--- src/hw/rtl/ultrasonic_distance_frame_parser_core_defines.svh ---
// Assertion macros shared by the frame parser RTL.
// Each expects signals named clock and reset in the module that uses it.
`ifndef ULTRASONIC_DISTANCE_FRAME_PARSER_CORE_DEFINES_SVH
`define ULTRASONIC_DISTANCE_FRAME_PARSER_CORE_DEFINES_SVH

// Checked outside reset only.
`define UDFP_ASSERT(lbl, prop, msg) \
   lbl: assert property (@(posedge clock) disable iff (reset) prop) else $error(msg);

// Checked at every edge, reset included.
`define UDFP_ASSERT_ALWAYS(lbl, prop, msg) \
   lbl: assert property (@(posedge clock) prop) else $error(msg);

`endif

--- src/hw/rtl/udfp_pkg.sv ---
// Types and constants of the ultrasonic distance frame parser.
// Used by the interfaces and by every module of the block.
package udfp_pkg;

   localparam logic [7:0]  TRIG_SUMMED    = 8'h55;
   localparam logic [7:0]  TRIG_RAW       = 8'hA0;
   localparam logic [7:0]  FRAME_HEAD     = 8'hFF;
   localparam logic [15:0] MIN_DIST_RESET = 16'd250;

   localparam logic [1:0] MODEL_SUM3 = 2'd0;
   localparam logic [1:0] MODEL_SUM2 = 2'd1;
   localparam logic [1:0] MODEL_RAW  = 2'd2;

   localparam logic CMD_RX_BYTE = 1'b0;
   localparam logic CMD_MEASURE = 1'b1;

   localparam logic CSR_SENSOR_MODEL = 1'b0;
   localparam logic CSR_MIN_DIST     = 1'b1;

   localparam int FRAME_DEPTH = 3;

   typedef enum logic [1:0] {
      KIND_TRIGGER   = 2'd0,
      KIND_VALID     = 2'd1,
      KIND_CHK_FAIL  = 2'd2,
      KIND_TOO_SMALL = 2'd3
   } result_kind_type;

   typedef struct packed {
      logic       command;
      logic [7:0] rx_byte;
   } item_type;

   typedef struct packed {
      result_kind_type result_kind;
      logic [7:0]      tx_byte;
      logic [23:0]     distance_raw;
      logic [7:0]      received_checksum;
   } result_type;

   typedef struct packed {
      logic [1:0]  sensor_model;
      logic [15:0] min_valid_distance;
   } cfg_type;

endpackage

--- src/hw/rtl/udfp_if.sv ---
// Channel interfaces of the frame parser: request, response and register write.
// Depends on udfp_pkg for the result kind type.
interface udfp_req_if;
   logic       valid;
   logic       ready;
   logic       command;
   logic [7:0] rx_byte;
   modport source (output valid, command, rx_byte, input ready);
   modport sink (input valid, command, rx_byte, output ready);
endinterface

interface udfp_rsp_if;
   logic                     valid;
   logic                     ready;
   udfp_pkg::result_kind_type result_kind;
   logic [7:0]               tx_byte;
   logic [23:0]              distance_raw;
   logic [7:0]               received_checksum;
   modport source (output valid, result_kind, tx_byte, distance_raw, received_checksum,
                   input ready);
   modport sink (input valid, result_kind, tx_byte, distance_raw, received_checksum,
                 output ready);
endinterface

interface udfp_csr_if;
   logic        valid;
   logic        ready;
   logic        index;
   logic [15:0] data;
   modport source (output valid, index, data, input ready);
   modport sink (input valid, index, data, output ready);
endinterface

--- src/hw/rtl/udfp_csr_bank.sv ---
// Configuration registers: sensor model and minimum valid distance.
// Depends on udfp_pkg and udfp_csr_if.
module udfp_csr_bank (
   input  logic              clock,
   input  logic              reset,
   udfp_csr_if.sink          csr,
   output udfp_pkg::cfg_type cfg
);

   udfp_pkg::cfg_type cfg_ff;

   assign csr.ready = 1'b1;
   assign cfg       = cfg_ff;

   always_ff @(posedge clock) begin
      if (reset) begin
         cfg_ff.sensor_model       <= udfp_pkg::MODEL_SUM3;
         cfg_ff.min_valid_distance <= udfp_pkg::MIN_DIST_RESET;
      end else if (csr.valid) begin
         unique case (csr.index)
            udfp_pkg::CSR_SENSOR_MODEL: cfg_ff.sensor_model       <= csr.data[1:0];
            udfp_pkg::CSR_MIN_DIST:     cfg_ff.min_valid_distance <= csr.data;
         endcase
      end
   end

endmodule

--- src/hw/rtl/udfp_frame_engine.sv ---
// Input register, frame store and the per-byte framing and checksum logic.
// Depends on udfp_pkg, udfp_req_if and the assertion macro header.
`include "ultrasonic_distance_frame_parser_core_defines.svh"

module udfp_frame_engine (
   input  logic                 clock,
   input  logic                 reset,
   udfp_req_if.sink             req,
   input  udfp_pkg::cfg_type    cfg,
   input  logic                 res_ready,
   output logic                 res_valid,
   output udfp_pkg::result_type res
);

   logic               s1_valid_ff, s1_valid_in;
   udfp_pkg::item_type item_ff;
   logic [7:0]         frame_ff [udfp_pkg::FRAME_DEPTH];
   logic [1:0]         count_ff, count_in;
   logic               store_en;
   logic               emit;
   logic               fire;
   logic [7:0]         sum3;
   logic [7:0]         sum2;
   logic [15:0]        dist_mm;
   logic [7:0]         chk_calc;

   // The held item is worked on in the cycle the result side can take it.
   assign fire        = s1_valid_ff && res_ready;
   assign req.ready   = !s1_valid_ff || res_ready;
   assign s1_valid_in = req.valid ? 1'b1 : (s1_valid_ff && !res_ready);

   assign sum3     = frame_ff[0] + frame_ff[1] + frame_ff[2];
   assign sum2     = frame_ff[1] + frame_ff[2];
   assign dist_mm  = {frame_ff[1], frame_ff[2]};
   assign chk_calc = (cfg.sensor_model == udfp_pkg::MODEL_SUM3) ? sum3 : sum2;

   always_comb begin
      count_in = count_ff;
      store_en = 1'b0;
      emit     = 1'b0;
      res      = '0;
      if (fire) begin
         unique case (cfg.sensor_model)
            udfp_pkg::MODEL_RAW: begin
               if (item_ff.command == udfp_pkg::CMD_MEASURE) begin
                  count_in    = '0;
                  emit        = 1'b1;
                  res.tx_byte = udfp_pkg::TRIG_RAW;
               end else if (count_ff < 2'd2) begin
                  store_en = 1'b1;
                  count_in = count_ff + 2'd1;
               end else begin
                  count_in         = '0;
                  emit             = 1'b1;
                  res.result_kind  = udfp_pkg::KIND_VALID;
                  res.distance_raw = {frame_ff[0], frame_ff[1], item_ff.rx_byte};
               end
            end
            udfp_pkg::MODEL_SUM3, udfp_pkg::MODEL_SUM2: begin
               if (item_ff.command == udfp_pkg::CMD_MEASURE) begin
                  emit        = 1'b1;
                  res.tx_byte = udfp_pkg::TRIG_SUMMED;
               end else if (count_ff == 2'd0 && item_ff.rx_byte != udfp_pkg::FRAME_HEAD) begin
                  // Hunting for the header: the byte is dropped.
                  count_in = count_ff;
               end else if (count_ff < 2'd3) begin
                  store_en = 1'b1;
                  count_in = count_ff + 2'd1;
               end else begin
                  count_in              = '0;
                  emit                  = 1'b1;
                  res.received_checksum = item_ff.rx_byte;
                  if (chk_calc != item_ff.rx_byte) begin
                     res.result_kind = udfp_pkg::KIND_CHK_FAIL;
                  end else begin
                     res.distance_raw = {8'd0, dist_mm};
                     res.result_kind  = (dist_mm > cfg.min_valid_distance) ?
                                        udfp_pkg::KIND_VALID : udfp_pkg::KIND_TOO_SMALL;
                  end
               end
            end
            default: begin
               // The unused model code swallows every request.
               emit = 1'b0;
            end
         endcase
      end
   end

   assign res_valid = fire && emit;

   always_ff @(posedge clock) begin
      if (reset) begin
         s1_valid_ff <= 1'b0;
         count_ff    <= '0;
         frame_ff[0] <= '0;
         frame_ff[1] <= '0;
         frame_ff[2] <= '0;
      end else begin
         s1_valid_ff <= s1_valid_in;
         count_ff    <= count_in;
         if (store_en) begin
            frame_ff[count_ff] <= item_ff.rx_byte;
         end
      end
   end

   always_ff @(posedge clock) begin
      if (req.valid && req.ready) begin
         item_ff.command <= req.command;
         item_ff.rx_byte <= req.rx_byte;
      end
   end

   `UDFP_ASSERT(a_held_item_stable, s1_valid_ff && !res_ready |=> s1_valid_ff && $stable(item_ff), "held request changed while stalled")
   `UDFP_ASSERT(a_trigger_byte, res_valid && res.result_kind == udfp_pkg::KIND_TRIGGER |-> res.tx_byte == udfp_pkg::TRIG_SUMMED || res.tx_byte == udfp_pkg::TRIG_RAW, "bad trigger byte")
   `UDFP_ASSERT(a_frame_done_clears, res_valid && res.result_kind != udfp_pkg::KIND_TRIGGER |=> count_ff == 2'd0, "frame store not emptied after a frame result")

endmodule

--- src/hw/rtl/udfp_result_stage.sv ---
// Output register that holds a finished result until the response side takes it.
// Depends on udfp_pkg, udfp_rsp_if and the assertion macro header.
`include "ultrasonic_distance_frame_parser_core_defines.svh"

module udfp_result_stage (
   input  logic                 clock,
   input  logic                 reset,
   input  logic                 res_valid,
   input  udfp_pkg::result_type res,
   output logic                 res_ready,
   udfp_rsp_if.source           rsp
);

   logic                 valid_ff, valid_in;
   udfp_pkg::result_type data_ff;

   assign res_ready = !valid_ff || rsp.ready;
   assign valid_in  = res_ready ? res_valid : valid_ff;

   assign rsp.valid             = valid_ff;
   assign rsp.result_kind       = data_ff.result_kind;
   assign rsp.tx_byte           = data_ff.tx_byte;
   assign rsp.distance_raw      = data_ff.distance_raw;
   assign rsp.received_checksum = data_ff.received_checksum;

   always_ff @(posedge clock) begin
      if (reset) begin
         valid_ff <= 1'b0;
      end else begin
         valid_ff <= valid_in;
      end
   end

   always_ff @(posedge clock) begin
      if (res_valid && res_ready) begin
         data_ff <= res;
      end
   end

   `UDFP_ASSERT_ALWAYS(a_empty_after_reset, reset |=> !valid_ff, "output register not empty after reset")
   `UDFP_ASSERT(a_result_loaded, res_valid && res_ready |=> valid_ff, "accepted result was lost")

endmodule

--- src/hw/rtl/ultrasonic_distance_frame_parser_core.sv ---
// Top level of the ultrasonic distance frame parser.
// Depends on udfp_pkg, the channel interfaces and the udfp_* modules.
//
//   Channel    Direction  Carries
//   req_chan   in         command, rx_byte
//   rsp_chan   out        result_kind, tx_byte, distance_raw, received_checksum
//   csr_chan   in         index (0 sensor model, 1 minimum distance), data
//
// A request is registered in the input register, worked on there while the result
// side can take it, and its result, if any, is then registered in the output register;
// one request per cycle is taken while the response side does not stall.
// Reset is synchronous and active high; it empties the frame store and both stages.
// A stalled response holds the output register, and the input register then fills.
module ultrasonic_distance_frame_parser_core (
   input  logic       clock,
   input  logic       reset,
   udfp_req_if.sink   req_chan,
   udfp_rsp_if.source rsp_chan,
   udfp_csr_if.sink   csr_chan
);

   udfp_pkg::cfg_type    cfg;
   udfp_pkg::result_type res;
   logic                 res_valid;
   logic                 res_ready;

   udfp_csr_bank u_csr_bank (
      .clock (clock),
      .reset (reset),
      .csr   (csr_chan),
      .cfg   (cfg)
   );

   udfp_frame_engine u_frame_engine (
      .clock     (clock),
      .reset     (reset),
      .req       (req_chan),
      .cfg       (cfg),
      .res_ready (res_ready),
      .res_valid (res_valid),
      .res       (res)
   );

   udfp_result_stage u_result_stage (
      .clock     (clock),
      .reset     (reset),
      .res_valid (res_valid),
      .res       (res),
      .res_ready (res_ready),
      .rsp       (rsp_chan)
   );

endmodule
--- src/flat_wrapper.sv ---
// flat-port wrapper written by rule: the top's interface ports become plain ports
module ultrasonic_distance_frame_parser_core_flat 
  (clock, reset, req_chan_valid, req_chan_command, req_chan_rx_byte, req_chan_ready, rsp_chan_valid, rsp_chan_result_kind, rsp_chan_tx_byte, rsp_chan_distance_raw, rsp_chan_received_checksum, rsp_chan_ready, csr_chan_valid, csr_chan_index, csr_chan_data, csr_chan_ready);
  udfp_req_if req_chan_i ();
  udfp_rsp_if rsp_chan_i ();
  udfp_csr_if csr_chan_i ();
  input  logic clock;
  input  logic reset;
  input wire logic [$bits(req_chan_i.valid)-1:0] req_chan_valid;
  input wire logic [$bits(req_chan_i.command)-1:0] req_chan_command;
  input wire logic [$bits(req_chan_i.rx_byte)-1:0] req_chan_rx_byte;
  output wire logic [$bits(req_chan_i.ready)-1:0] req_chan_ready;
  output wire logic [$bits(rsp_chan_i.valid)-1:0] rsp_chan_valid;
  output wire logic [$bits(rsp_chan_i.result_kind)-1:0] rsp_chan_result_kind;
  output wire logic [$bits(rsp_chan_i.tx_byte)-1:0] rsp_chan_tx_byte;
  output wire logic [$bits(rsp_chan_i.distance_raw)-1:0] rsp_chan_distance_raw;
  output wire logic [$bits(rsp_chan_i.received_checksum)-1:0] rsp_chan_received_checksum;
  input wire logic [$bits(rsp_chan_i.ready)-1:0] rsp_chan_ready;
  input wire logic [$bits(csr_chan_i.valid)-1:0] csr_chan_valid;
  input wire logic [$bits(csr_chan_i.index)-1:0] csr_chan_index;
  input wire logic [$bits(csr_chan_i.data)-1:0] csr_chan_data;
  output wire logic [$bits(csr_chan_i.ready)-1:0] csr_chan_ready;
  assign req_chan_i.valid = req_chan_valid;
  assign req_chan_i.command = req_chan_command;
  assign req_chan_i.rx_byte = req_chan_rx_byte;
  assign req_chan_ready = req_chan_i.ready;
  assign rsp_chan_valid = rsp_chan_i.valid;
  assign rsp_chan_result_kind = rsp_chan_i.result_kind;
  assign rsp_chan_tx_byte = rsp_chan_i.tx_byte;
  assign rsp_chan_distance_raw = rsp_chan_i.distance_raw;
  assign rsp_chan_received_checksum = rsp_chan_i.received_checksum;
  assign rsp_chan_i.ready = rsp_chan_ready;
  assign csr_chan_i.valid = csr_chan_valid;
  assign csr_chan_i.index = csr_chan_index;
  assign csr_chan_i.data = csr_chan_data;
  assign csr_chan_ready = csr_chan_i.ready;
  ultrasonic_distance_frame_parser_core u_core (.clock(clock), .reset(reset), .req_chan(req_chan_i), .rsp_chan(rsp_chan_i), .csr_chan(csr_chan_i));
endmodule
--- config.mk ---
export PLATFORM = sky130hd
export DESIGN_NAME = ultrasonic_distance_frame_parser_core_flat
export DESIGN_NICKNAME = d
export VERILOG_FILES = /design/src/hw/rtl/udfp_pkg.sv /design/src/hw/rtl/udfp_if.sv /design/src/hw/rtl/udfp_csr_bank.sv /design/src/hw/rtl/udfp_frame_engine.sv /design/src/hw/rtl/udfp_result_stage.sv /design/src/hw/rtl/ultrasonic_distance_frame_parser_core.sv /design/src/flat_wrapper.sv
export VERILOG_INCLUDE_DIRS = /design/src /design/src/hw/rtl
export SDC_FILE = /design/constraint.sdc
export NUM_CORES = 1
export LEC_CHECK = 0
export BUFFER_PORTS_ARGS = -buffer_cell sky130_fd_sc_hd__buf_4
export CAP_MARGIN = 20
export CORE_UTILIZATION = 44
export CTS_BUF_LIST = sky130_fd_sc_hd__clkbuf_8
export CTS_CLUSTER_SIZE = 28
export DETAILED_ROUTE_END_ITERATION = 8
export PLACE_DENSITY = 0.67
export SYNTH_ARGS = -nofsm -noshare
export SYNTH_HDL_FRONTEND = slang
export SYNTH_SLANG_ARGS = --single-unit
--- constraint.sdc ---
create_clock -name clock -period 3.1 [get_ports clock]
set_input_delay 0.155 -clock clock [delete_from_list [all_inputs] [get_ports clock]]
set_output_delay 0.155 -clock clock [all_outputs]
set_load 0.01 [all_outputs]
# Word-level counts from Yosys, hierarchy flattened

Memory sizes are Yosys's and may differ from the RTL's.
Index checks and enable logic that the tools add are counted.

Reduce and logical (&&, ||, !) cells: 20
Magnitude comparators: 3
Bitwise operators: 3
Muxes and demuxes: 46
Add/sub/neg operators: 4
Equality and inequality tests: 6

Operators by type and width:

| operator                                                      | number |
|---|---|
| 24-bit 2-to-1 mux                                             | 5 |
| 34-bit case mux with 2 select lines                           | 1 |
| 8-bit adder                                                   | 3 |
| 8-bit 2-to-1 mux                                              | 3 |
| 2-bit 2-to-1 mux                                              | 11 |
| 1-bit 2-to-1 mux                                              | 21 |
| 16-bit greater-than comparator                                | 1 |
| 16-bit 2-to-1 mux                                             | 1 |
| 8-bit inequality test                                         | 1 |
| 8-bit inequality test, second input constant                  | 1 |
| 8-bit OR reduction                                            | 1 |
| 7-bit 2-to-1 mux                                              | 1 |
| 1-bit logical AND                                             | 6 |
| 5-bit OR reduction                                            | 1 |
| 2-bit logical NOT                                             | 2 |
| 2-bit less-than comparator, second input constant             | 2 |
| 2-bit inequality test, second input constant                  | 2 |
| 1-bit case mux with 2 select lines                            | 2 |
| 2-bit case mux with 2 select lines                            | 1 |
| 2-bit AND reduction                                           | 2 |
| 4-bit AND reduction                                           | 1 |
| 1-bit logical NOT                                             | 3 |
| 1-bit NOT                                                     | 3 |
| 2-bit by 1-bit adder with 2-bit output, second input constant | 1 |
| 5 further kinds                                               | 6 |

Output and inout port bits: 45
Bits in writable memories: 24
Word-level logic and storage cells: 94
Input bits: 31
Bits in registers: 73
Memories kept: 1

Memories:

| name                           | depth | bits a word | read ports | clocked after Yosys merged registers in | write ports | RTL line                | source |
|---|---|---|---|---|---|---|---|
| u_core.u_frame_engine.frame_ff | 3     | 8           | 3          | 0                                       | 3           | udfp_frame_engine.sv:17 | `logic [7:0] frame_ff [udfp_pkg::FRAME_DEPTH];` |

# Longest topological paths before layout

Depth after elaboration: 11
Depth in mapped cells: 14
Depth with buffers taken out: 13

# Cells and area by module

From an unflattened synthesis, not the netlist that was laid out.

Cells, all modules: 469
Area, all modules: 5,376.4 µm²

By module, submodules not included:

| module            | cells an instance | seq. area each (µm²) | instances | area an instance (µm²) |
|---|---|---|---|---|
| udfp_frame_engine | 345               | 1,051.0              | 1         | 3,280.6 |
| udfp_result_stage | 47                | 1,281.2              | 1         | 1,316.3 |
| udfp_csr_bank     | 77                | 360.3                | 1         | 779.5 |

# Worst setup path before layout

OpenSTA, ideal clock, no wires.

Kind: flip-flop to flip-flop
Start: memory u_core.u_frame_engine.frame_ff[1][1]
End: register u_core.u_result_stage.data_ff, in the netlist u_core.u_result_stage.rsp.distance_raw[5], data pin
Library setup time: 0.265 ns
Cell stages (with the launch flop): 15
Clock period less this slack: 3.156 ns
Buffers on the path: 1
Path slack: -0.056 ns
Arrival: 2.891 ns
Data required time: 2.835 ns
Path through: edfxtp_1 -> inv_1 -> fa_1 -> inv_1 -> ha_1 -> inv_1 -> fa_1 -> nand2b_1 -> a21oi_1 -> nor2_1 -> o31a_1 -> and3_1 -> o2111ai_4 -> buf_6 -> o22ai_2

RTL lines:

| what                   | RTL line                | source |
|---|---|---|
| start: declaration     | udfp_frame_engine.sv:17 |  |
| end signal: assignment | udfp_result_stage.sv:36 | `data_ff <= res;` |
| end: declaration       | udfp_result_stage.sv:15 | `udfp_pkg::result_type data_ff;` |

==> flow_metrics.py <==
metrics = {
    "die": {
        "start_util_pct": 46.0,
        "die_w_microns": 109,
        "rows": 38,
        "die-area_sq_um": 12000,
        "die_h_microns": 109,
        "ios": 76,
        "core-area_sq_um": 11000,
    },
    "power_and_ir_drop": {
        "combPwrFrac_pct": 17.1,
        "power_frac_clock_pct": 32.1,
        "p_per_area_nw_per_um2": 419,
        "power_mw": 2.71,
        "seq_power_share_pct": 50.9,
        "ir_drop_uv": 259,
        "swShare_pct": 24.8,
        "leakage_nw": 2.82,
        "intPower_mw": 2.04,
        "p_sw_mw": 0.674,
    },
    "place": {
        "io_buffers": 72,
        "dpl_cell_area_sq_um": 6000,
        "hpwl_mm": 9.22,
        "place_congestion": 0.904,
    },
    "route": {
        "wl_met2_mm": 5.53,
        "wl_per_cell_microns": 16.6,
        "met1_length_mm": 5.58,
        "drt_first_iter_violations": 151,
        "postRouteAntennaNets": 0,
        "viasPerCell": 5.29,
        "drcViolationCount": 0,
        "num_vias": 3920,
        "drt_wl_total_mm": 12.3,
        "top_layer": "met4",
        "first_pass_iters": 4,
        "dr_wl_met3_microns": 737,
    },
    "final_layout": {
        "mostFrequentLayoutCells": "buf_4 (116), edfxtp_1 (69), nand2_1 (52), inv_1 (33), ha_1 (31)",
        "drive_gt1_share_pct": 27.1,
        "nNetsFinal": 669,
        "syn_to_final_growth_pct": 27.8,
        "final_common_cell": "buf_4",
        "design_area_sq_um": 6480,
        "diodes": 0,
    },
    "clocking": {
        "cts_tree": "done",
        "numCtsBuffers": 9,
        "clock-sinks": 91,
        "clk_transition_reported_paths_ns": 0.09,
        "worstSkewPairLatency_ns": 0.36,
        "htreeDepth": 3,
        "cts_root_buf": "clkbuf_8",
        "cts_buffer_depth": 2,
    },
    "synthesis": {
        "synth_area_leader_cell": "edfxtp_1",
        "synth.area.top_cells": "edfxtp_1 (41%), dfxtp_1 (8.7%), ha_1 (8.1%)",
        "synth_cell_types": 55,
        "synthArstFlopShare_pct": 0,
        "syn_area_sq_um": 5070,
        "synth_edf_count": 69,
        "ys_ff_latch": 91,
        "yosys.area.top_type_share_pct": 40.8,
        "syn-mean-instance-area_sq_um": 10.7,
        "synth_warnings": 0,
        "synth.yosys.seq_area_share_pct": 49.5,
        "synth_flop_cell": "edfxtp_1",
        "synth_cells": 475,
    },
    "job": {
        "maxCapViolCount": 0,
    },
    "worst_setup_path": {
        "ff2ff_setup_slack_ns": -0.06,
        "reg2reg_depth": 14,
        "path_class": "reg -> reg",
        "startpoint": "u_core.u_frame_engine.frame_ff[1][1]",
        "endpoint": "u_core.u_result_stage.rsp.result_kind[0]",
        "cp-start-kind": "flip-flop",
        "cp_max_fo": 8,
        "r2r_end": "u_core.u_result_stage.rsp.result_kind[0]",
        "crit_path_end_kind": "flip-flop",
        "crit_required_ns": 3.20,
        "cp.arrival_ns": 3.26,
        "reg2reg_from": "u_core.u_frame_engine.frame_ff[1][1]",
    },
    "global_routing": {
        "grtUsageTotal_pct": 22.4,
        "grt_overflow": 0,
        "grt_max_degree": 27,
        "grt_pass1_vias": 3807,
        "antenna_found_initial": 0,
        "grt_pass1_wl_mm": 19.4,
    },
    "sta": {
        "fin_crit_sh_pct": 102,
        "timing.fmax_mhz": 317,
        "worst_slack_ns": -0.0576,
        "rsz0062_at_grt": "true",
        "hold_viol_final": 0,
        "tightest_slew_ns": 0.663,
        "post-route-min-period_ns": 3.16,
        "finalMaxSlewViolations": 0,
        "finalSetupViolCount": 18,
        "holdWs_ns": 0.0221,
        "relSlewSlack_pct": 55.7,
        "fin_skew_ns": 0.0137,
    },
    "hold_path": {
        "hold_path.class": "in -> reg",
    },
    "status": {
        "outcome": "finished with violations",
        "violations": "setup timing",
    },
}
critical path, stage by stage (launching register included):
cell,delay [ns]
edfxtp_1,0.41
inv_2,0.09
fa_1,0.42
inv_1,0.07
ha_2,0.19
inv_2,0.04
fa_2,0.33
nand2b_4,0.16
a21oi_2,0.11
nor2_1,0.04
o31a_1,0.27
and3_4,0.20
o2111ai_4,0.29
clkbuf_16,0.23
nand2_1,0.05
power by group through the flow:
stage,Clock [mW],Sequential [mW],Combinational [mW]
4_1_cts,0.894,1.38,0.461
6_report,0.870,1.38,0.463
3_5_place_dp,0,1.41,0.430
2_1_floorplan,0,1.41,0.265
3_3_place_gp,0,1.41,0.421
5_1_grt,0.933,1.39,0.512
final cells by class:
cell class / instances / area [sq um]
tap: 140 / 175
multi-input combinational: 325 / 2360
fill: 926 / 4550
inverter: 35 / 131
sequential: 91 / 2510
timing repair buffer: 134 / 1090
clock buffer: 10 / 138
clock inverter: 6 / 81.3
cell families after synthesis:
logic type / after synthesis / share of synthesized area, %
other: 2 / 0.148
XOR/XNOR: 12 / 2.07
multiplexers: 6 / 1.18
adder cells (fa/ha/maj): 42 / 11.7
flip-flops: 91 / 49.5
buffers and inverters: 60 / 5.25
AND/OR/NAND/NOR: 177 / 18.1
AO/OA/AOI/OAI: 85 / 12.0
worst min-delay path by stage:
stage	start	endpoint	slack, ns	depth (start not counted)
finish	csr_chan_data[1]	u_core.u_csr_bank.cfg[1]	0.02	3
global route	csr_chan_data[1]	u_core.u_csr_bank.cfg[1]	0.02	3
CTS	csr_chan_data[1]	u_core.u_csr_bank.cfg[1]	0.01	3
detailed placement	req_chan_rx_byte[4]	u_core.u_frame_engine.item_ff[4]	0.33	1
global placement	req_chan_rx_byte[6]	u_core.u_frame_engine.item_ff[6]	0.33	1
floorplan	reset	u_core.u_frame_engine.count_ff[1]	0.23	1
cells in the mapped netlist, types with 2 or more instances:
master and instances:
o21ai_2 7, nor3_1 7, buf_4 7, buf_6 2, o22ai_1 4, nor2_1 27, xor2_1 5, fa_1 9
nand3b_1 8, nand2_1 52, nand4_1 4, mux2i_1 6, a21o_1 3, nor4_1 3, o31a_1 2, edfxtp_1 69
dfxtp_1 22, xnor2_1 7, ha_1 33, nand2b_1 13, nor3b_1 5, o221ai_1 2, conb_1 2, and3_1 25
nand3_1 6, a21oi_1 26, a211oi_1 4, o21bai_1 2, clkbuf_1 16, a211o_1 2, a21boi_0 7, o21ai_0 13
and2_1 17, nor2b_1 3, inv_1 35
timing repair:
action                                  in CTS  in global routing
cloned                                       2                  0
resized for setup                           19                  5
pin swaps                                    7                  3
hold buffers                                14                  0
buffers inserted                             5                  2
hold endpoints to repair                    14                  0
endpoints found under the setup margin      18                 18
routing by layer:
layer,GRT usage (%),vias to the layer above
met5,0,-
met4,10.5,0
met3,3.73,21
met2,35.4,115
met1,30.0,1860
li1,-,1924
registers in the layout, indices dropped and copies added (netlist names):
register and cells:
u_core.u_frame_engine.frame_ff 24, u_core.u_result_stage.rsp.distance_raw 24, u_core.u_csr_bank.cfg 18, u_core.u_frame_engine.item_ff 9
u_core.u_result_stage.rsp.received_checksum 8, u_core.u_frame_engine.count_ff 2, u_core.u_result_stage.rsp.result_kind 2, u_core.u_result_stage.rsp.tx_byte 2
u_core.u_frame_engine.s1_valid_ff 1, u_core.u_result_stage.rsp.valid 1
metrics by stage:
| step | util (%) | setup TNS [ns] | setup WS, ns | cells |
|---|---|---|---|---|
| after floorplan | - | -0.0165 | -0.0165 | 476 |
| after global placement | 54.4 | -0.364 | -0.0443 | 704 |
| after detailed placement | 54.4 | -1.07 | -0.126 | 704 |
| after CTS | 59.0 | -1.00 | -0.109 | 740 |
| after global routing | 58.8 | -3.67 | -0.232 | 741 |
| final | 58.8 | -0.597 | -0.0576 | 741 |
Note: power is estimated with default switching activity, not from simulation.
